--- src/hw/rtl/assert_macros.svh ---
// ----------------------------------------------------------------------------
// Assertion macros
// Concurrent assertion wrappers clocked on clk; define ASSERT_OFF to drop them.
// ----------------------------------------------------------------------------
`ifndef ASSERT_MACROS_SVH
`define ASSERT_MACROS_SVH

`ifndef ASSERT_OFF

// Check a property on every clk edge outside reset.
`define ASSERT_CLK(lbl, prop, msg) \
    lbl: assert property (@(posedge clk) disable iff (!rst_n) (prop)) else $error(msg);

// Check a property on every clk edge, reset included.
`define ASSERT_ALWAYS(lbl, prop, msg) \
    lbl: assert property (@(posedge clk) (prop)) else $error(msg);

`else

`define ASSERT_CLK(lbl, prop, msg)
`define ASSERT_ALWAYS(lbl, prop, msg)

`endif

`endif

--- src/hw/rtl/fsr_pkg.sv ---
// ----------------------------------------------------------------------------
// Filled shape rasterizer package
// Frame geometry, payload types, opcodes, controller states and the
// command/status groups between controller and datapath.
// ----------------------------------------------------------------------------
package fsr_pkg;

    localparam int FRAME_SIDE = 32;
    localparam int SIDE_W     = $clog2(FRAME_SIDE);
    localparam int PIXELS     = FRAME_SIDE * FRAME_SIDE;
    localparam int ADDR_W     = $clog2(PIXELS);
    localparam int PIX_W      = 32;

    // Shape edges and disc centres span -256..382
    localparam int COORD_W = 11;
    // Squared offsets stay below 2^18, radius squared below 2^14
    localparam int SQ_W    = 18;
    localparam int SUM_W   = SQ_W + 1;
    localparam int ACC_W   = SQ_W + 2;
    localparam int RSQ_W   = 14;

    localparam logic signed [COORD_W-1:0] SIDE_COORD = COORD_W'(FRAME_SIDE);

    typedef enum logic [2:0] {
        OP_CLEAR  = 3'd0,
        OP_RECT   = 3'd1,
        OP_CIRCLE = 3'd2,
        OP_ROUND  = 3'd3,
        OP_READ   = 3'd4
    } op_t;

    typedef struct packed {
        logic [2:0]        op;
        logic signed [7:0] pos_x;
        logic signed [7:0] pos_y;
        logic [7:0]        box_width;
        logic [7:0]        box_height;
        logic [6:0]        radius;
        logic [7:0]        paint_red;
        logic [7:0]        paint_green;
        logic [7:0]        paint_blue;
        logic [7:0]        paint_alpha;
    } cmd_t;

    typedef struct packed {
        logic [7:0] pixel_red;
        logic [7:0] pixel_green;
        logic [7:0] pixel_blue;
        logic [7:0] pixel_alpha;
    } pixel_t;

    typedef enum logic [3:0] {
        ST_INIT_CLR,
        ST_IDLE,
        ST_DECODE,
        ST_CLEAR,
        ST_PREP,
        ST_DRAW,
        ST_READ,
        ST_READ_WAIT,
        ST_FINISH
    } state_t;

    typedef struct packed {
        logic load;
        logic setup;
        logic prep;
        logic sweep_draw;
        logic sweep_clear;
        logic read_issue;
        logic read_capture;
        logic push;
    } ctrl_t;

    typedef struct packed {
        logic       sweep_last;
        logic       out_free;
        logic [2:0] op;
    } stat_t;

endpackage

--- src/hw/rtl/fsr_controller.sv ---
// ----------------------------------------------------------------------------
// Rasterizer controller
// Sequences reset clearing, command decode, setup, raster sweeps, pixel
// reads and the hand-off of each result to the output register.
// ----------------------------------------------------------------------------
module fsr_controller (
    input  logic           clk,
    input  logic           rst_n,
    input  logic           cmd_valid,
    output logic           cmd_ready,
    input  fsr_pkg::stat_t stat,
    output fsr_pkg::ctrl_t ctrl
);

    fsr_pkg::state_t state_reg;
    fsr_pkg::state_t state_next;

    always_ff @(posedge clk or negedge rst_n)
    begin
        if (!rst_n)
        begin
            state_reg <= fsr_pkg::ST_INIT_CLR;
        end
        else
        begin
            state_reg <= state_next;
        end
    end

    always_comb
    begin
        state_next = state_reg;
        ctrl       = '0;
        cmd_ready  = 1'b0;
        unique case (state_reg)
            fsr_pkg::ST_INIT_CLR:
            begin
                ctrl.sweep_clear = 1'b1;
                if (stat.sweep_last)
                begin
                    state_next = fsr_pkg::ST_IDLE;
                end
            end
            fsr_pkg::ST_IDLE:
            begin
                cmd_ready = 1'b1;
                if (cmd_valid)
                begin
                    ctrl.load  = 1'b1;
                    state_next = fsr_pkg::ST_DECODE;
                end
            end
            fsr_pkg::ST_DECODE:
            begin
                ctrl.setup = 1'b1;
                unique case (stat.op) inside
                    fsr_pkg::OP_CLEAR:
                        state_next = fsr_pkg::ST_CLEAR;
                    fsr_pkg::OP_RECT, fsr_pkg::OP_CIRCLE, fsr_pkg::OP_ROUND:
                        state_next = fsr_pkg::ST_PREP;
                    fsr_pkg::OP_READ:
                        state_next = fsr_pkg::ST_READ;
                    default:
                        state_next = fsr_pkg::ST_FINISH;
                endcase
            end
            fsr_pkg::ST_CLEAR:
            begin
                ctrl.sweep_clear = 1'b1;
                if (stat.sweep_last)
                begin
                    state_next = fsr_pkg::ST_FINISH;
                end
            end
            fsr_pkg::ST_PREP:
            begin
                ctrl.prep  = 1'b1;
                state_next = fsr_pkg::ST_DRAW;
            end
            fsr_pkg::ST_DRAW:
            begin
                ctrl.sweep_draw = 1'b1;
                if (stat.sweep_last)
                begin
                    state_next = fsr_pkg::ST_FINISH;
                end
            end
            fsr_pkg::ST_READ:
            begin
                ctrl.read_issue = 1'b1;
                state_next      = fsr_pkg::ST_READ_WAIT;
            end
            fsr_pkg::ST_READ_WAIT:
            begin
                ctrl.read_capture = 1'b1;
                state_next        = fsr_pkg::ST_FINISH;
            end
            fsr_pkg::ST_FINISH:
            begin
                // Hold until the output register can take the result
                if (stat.out_free)
                begin
                    ctrl.push  = 1'b1;
                    state_next = fsr_pkg::ST_IDLE;
                end
            end
            default:
            begin
                state_next = fsr_pkg::ST_IDLE;
            end
        endcase
    end

endmodule

--- config.mk ---
export PLATFORM = sky130hd
export DESIGN_NAME = fsr_controller
export DESIGN_NICKNAME = d
export VERILOG_FILES = /design/src/hw/rtl/assert_macros.svh /design/src/hw/rtl/fsr_pkg.sv /design/src/hw/rtl/fsr_controller.sv
export SDC_FILE = /design/constraint.sdc
export NUM_CORES = 1
export LEC_CHECK = 0
export ABC_AREA = 1
export BUFFER_PORTS_ARGS = -buffer_cell sky130_fd_sc_hd__buf_4
export CAP_MARGIN = 20
export CORE_AREA = 2 2 39 41
export DETAILED_ROUTE_END_ITERATION = 16
export DIE_AREA = 0 0 41 43
export HOLD_SLACK_MARGIN = 0.05
export PLACE_DENSITY_LB_ADDON = 0.25
export SLEW_MARGIN = 20
export SYNTH_ARGS = -nofsm -noshare
export SYNTH_HDL_FRONTEND = slang
export SYNTH_SLANG_ARGS = --single-unit
--- constraint.sdc ---
create_clock -name clk -period 2.18 [get_ports clk]
set_input_delay 0.327 -clock clk [delete_from_list [all_inputs] [get_ports clk]]
set_output_delay 0.327 -clock clk [all_outputs]
set_load 0.005 [all_outputs]
* Yosys cells after proc, flatten, opt, wreduce, memory -nomap -nowiden
Cells that the tools add are included.
Cells by class: equality and inequality tests 16, mux-type cells 17, reduce and logical (&&, ||, !) cells 6
Operator list (number):
- one-hot mux 4 bit (8 select lines) | 1
- == test 4 x 3 -> 1 bit, second input constant | 4
- two-way mux 4 bit | 4
- one-hot mux 4 bit (3 select lines) | 1
- two-way mux 1 bit | 11
- == test 4 x 2 -> 1 bit, second input constant | 2
- == test 3 x 2 -> 1 bit, second input constant | 2
- inequality test 2 bit, second input constant | 3
- == test 4 x 1 -> 1 bit, second input constant | 1
- == test 4 bit, second input constant | 1
- logical NOT 4 bit | 1
- AND reduction 4 bit | 1
- OR reduction 2 bit | 2
- == test 3 x 1 -> 1 bit, second input constant | 1
- == test 3 bit, second input constant | 1
- logical NOT 3 bit | 1
- OR reduction 3 bit | 1
- inequality test 2 x 1 -> 1 bit, second input constant | 1
Storage, ports and cells: register bits after elaboration 4, bits of input ports 8, output and inout port bits 9, word-level logic and storage cells 40

* Depth between registers and ports, before layout
depth after elaboration 4, depth in mapped cells 8

* Worst setup path before layout
Ideal clock, no wire load.
path kind register -> output, start point reg state_reg[1], end point out ctrl[0] in the netlist's numbering, data arrival time 0.819 ns, slack 1.034 ns, cell stages (with the launch flop) 4, buffers on the path 0, cells stage by stage dfrtp_1 > nor2_1 > nand2_1 > nor3_1
RTL lines:
- start, declared | line fsr_controller.sv:15 | fsr_pkg::state_t state_reg;
- start signal, assigned | line fsr_controller.sv:22 | state_reg <= fsr_pkg::ST_INIT_CLR;
- start signal, assigned | line fsr_controller.sv:26 | state_reg <= state_next;
- end, declared | line fsr_controller.sv:12 | output fsr_pkg::ctrl_t ctrl

==> impl_metrics.yaml <==
timing:
  slew_violations: 0
  final.min_clock_period_ps: 1600
  rsz0062_at_grt: "false"
  worst_slack_ps: 577
  setup_violations: 0
  finalHoldViolCount: 0
  relSlewSlack_pct: 83.9
  fmax_mhz: 624
  worst_pin_slew_ps: 242
  setup_tns_ps: 0
  timing.final.crit_share_pct: 73.5
  fin_skew_ps: 0.908
yosys:
  ys_types: 16
  synthCells: 68
  synth_warnings: 0
  syn_area_per_cell_um2: 5.89
  syn_area_um2: 400
  syn-num-nets: 76
  synth.yosys.seq_area_share_pct: 25.0
  ys_ff_latch: 4
run_status:
  status: "complete, no violations"
clocking:
  cts.sinks: 4
  cts_setup_buffers: 0
  cts_tree: "yes"
  clk_pin_slew_ps: 40
  cts_resized: 0
  numCtsBuffers: 3
  cts.path.max_buffers: 2
  clock_latency_ps: 230
  htree_levels: 1
  root_buffer: "clkbuf_4"
global_route:
  grt_max_degree: 8
  grt_pass1_vias: 407
  track_usage_pct: 13.1
  grt_pass1_wl_mm: 1.57
  globalRouteOverflowTotal: 0
  antenna_found_initial: 0
die:
  coreArea_mm2: 0.00138
  dieArea_mm2: 0.00176
  fp.dieH_um: 43
  start_util_pct: 28.9
  row_count: 14
  fp.dieW_um: 41
  num_io_pins: 17
worst_setup_path:
  startpoint_type: "register"
  crit_arrival_ps: 1280
  worstPathRequired_ps: 1850
  endpoint_kind: "primary output"
  critPathKind: "register to primary output"
  path_max_fanout: 7
route:
  drtPass1Iterations: 4
  ant_nets: 0
  drtIter0Drc: 3
  vias_per_cell: 4.53
  wl_per_cell_um: 8.68
  drc: 0
  via_count: 471
  wirelength_um: 903
placement:
  post-place-ws_ps: 815
  io_buffers: 16
  gp_routability_congestion: 0.743
  hpwl_um: 781
layout:
  drive_above_1_share_pct: 36.4
  antenna_cells: 0
  fin_nets: 98
  syn_to_final_growth_pct: 43.1
  largest_reg_flops: 4
  final_util_pct: 41.4
power_and_ir_drop:
  p_per_area_mw_per_mm2: 1150
  leakagePower_nw: 0.358
  vdd_drop_max_mv: 0.332
run:
  maxCapViolations: 0
worst_hold_path:
  hold_class: "primary input to register"
## final timing paths
check	start	cells past startpoint	slack, ps	to
max	state_reg[1]$_DFFE_PN0P_	4	580	ctrl[0]
min	stat[4]	3	410	state_reg[0]$_DFFE_PN0P_
max reg2reg	state_reg[1]$_DFFE_PN0P_	6	920	state_reg[3]$_DFFE_PN0P_
min reg2reg	state_reg[2]$_DFFE_PN0P_	2	600	state_reg[2]$_DFFE_PN0P_
max in group asynchronous	rst_n	2	1650	state_reg[1]$_DFFE_PN0P_
min in group asynchronous	rst_n	2	430	state_reg[0]$_DFFE_PN0P_
## synthesized netlist by cell type
cell type  count  area [um2]
a21boi_1       1        7.51
dfrtp_1        4         100
inv_1          9        33.8
inv_2          5        18.8
nand2_1       21        78.8
nand2_2        3        18.8
nand3_1        6        30.0
nand3_2        1        10.0
nand4_1        1        6.26
nor2_1         7        26.3
nor2_2         2        12.5
nor2_4         2        22.5
nor3_1         2        10.0
o211ai_1       1        7.51
o21a_1         1        7.51
o21ai_1        2        10.0
## final cells by class
| type | count | area, um2 |
|---|---|---|
| clock buffer | 3 | 22.5 |
| multi-input combinational | 50 | 248 |
| sequential | 4 | 100 |
| inverter | 14 | 52.6 |
| timing repair buffer | 17 | 130 |
| tap | 16 | 20.0 |
| fill | 156 | 811 |
## timing repair
item / in CTS / in global routing
endpoints found under the hold margin: 4 / 0
endpoints found under the setup margin: 0 / 0
hold buffers: 1 / 0
## cells in the final DEF (no fill, tap or decap)
cell type and instances:
inv_2 5, dfrtp_1 4, inv_1 9, nand3_2 1
nor2_4 2, nor2_2 2, o21a_1 1, clkbuf_4 3
o21ai_1 2, o211ai_1 1, buf_4 16, nand2_1 21
nor2_1 7, nand3_1 6, dlygate4sd3_1 1, nor3_1 2
a21boi_1 1, nand2_2 3, nand4_1 1
## cells by family (layout without fill, tap and decap cells)
family          after synthesis  count (layout)  synth area share (%)
simple gates                 45              45                  53.8
buf+inv                      14              34                  13.1
compound gates                5               5                  8.13
flops                         4               4                  25.0
## metrics by stage
stage	power [mW]	hold WS, ps	std cells	area (um2)
final	0.662	414	104	573
after global routing	0.748	435	104	573
after CTS	0.673	413	104	573
after detailed placement	0.578	126	100	541
after global placement	0.581	126	100	541
after floorplan	0.439	31.4	68	400
## metal layers
layer  up-vias  GRT usage (%)  wire length, um  part of all wire [%]
met5         -              0                0                     0
met4         0           6.00                0                     0
met3         0           3.14               38                   4.2
met2         9           19.4              459                    51
met1       211           17.2              406                    45
li1        251              -                -                     -
## where the power goes
| part | total (mW) | switching [mW] | internal, mW |
|---|---|---|---|
| Clock | 0.0882 | 0.0269 | 0.0614 |
| Combinational | 0.423 | 0.240 | 0.184 |
| Sequential | 0.150 | 0.0455 | 0.105 |
| Total | 0.662 | 0.312 | 0.350 |
## critical path: stages (launching register included)
cell	delay, ps
dfrtp_1	450
nor2_1	210
nand2_1	90
nor3_1	150
buf_4	140
Power figures use the tool's default switching activity.
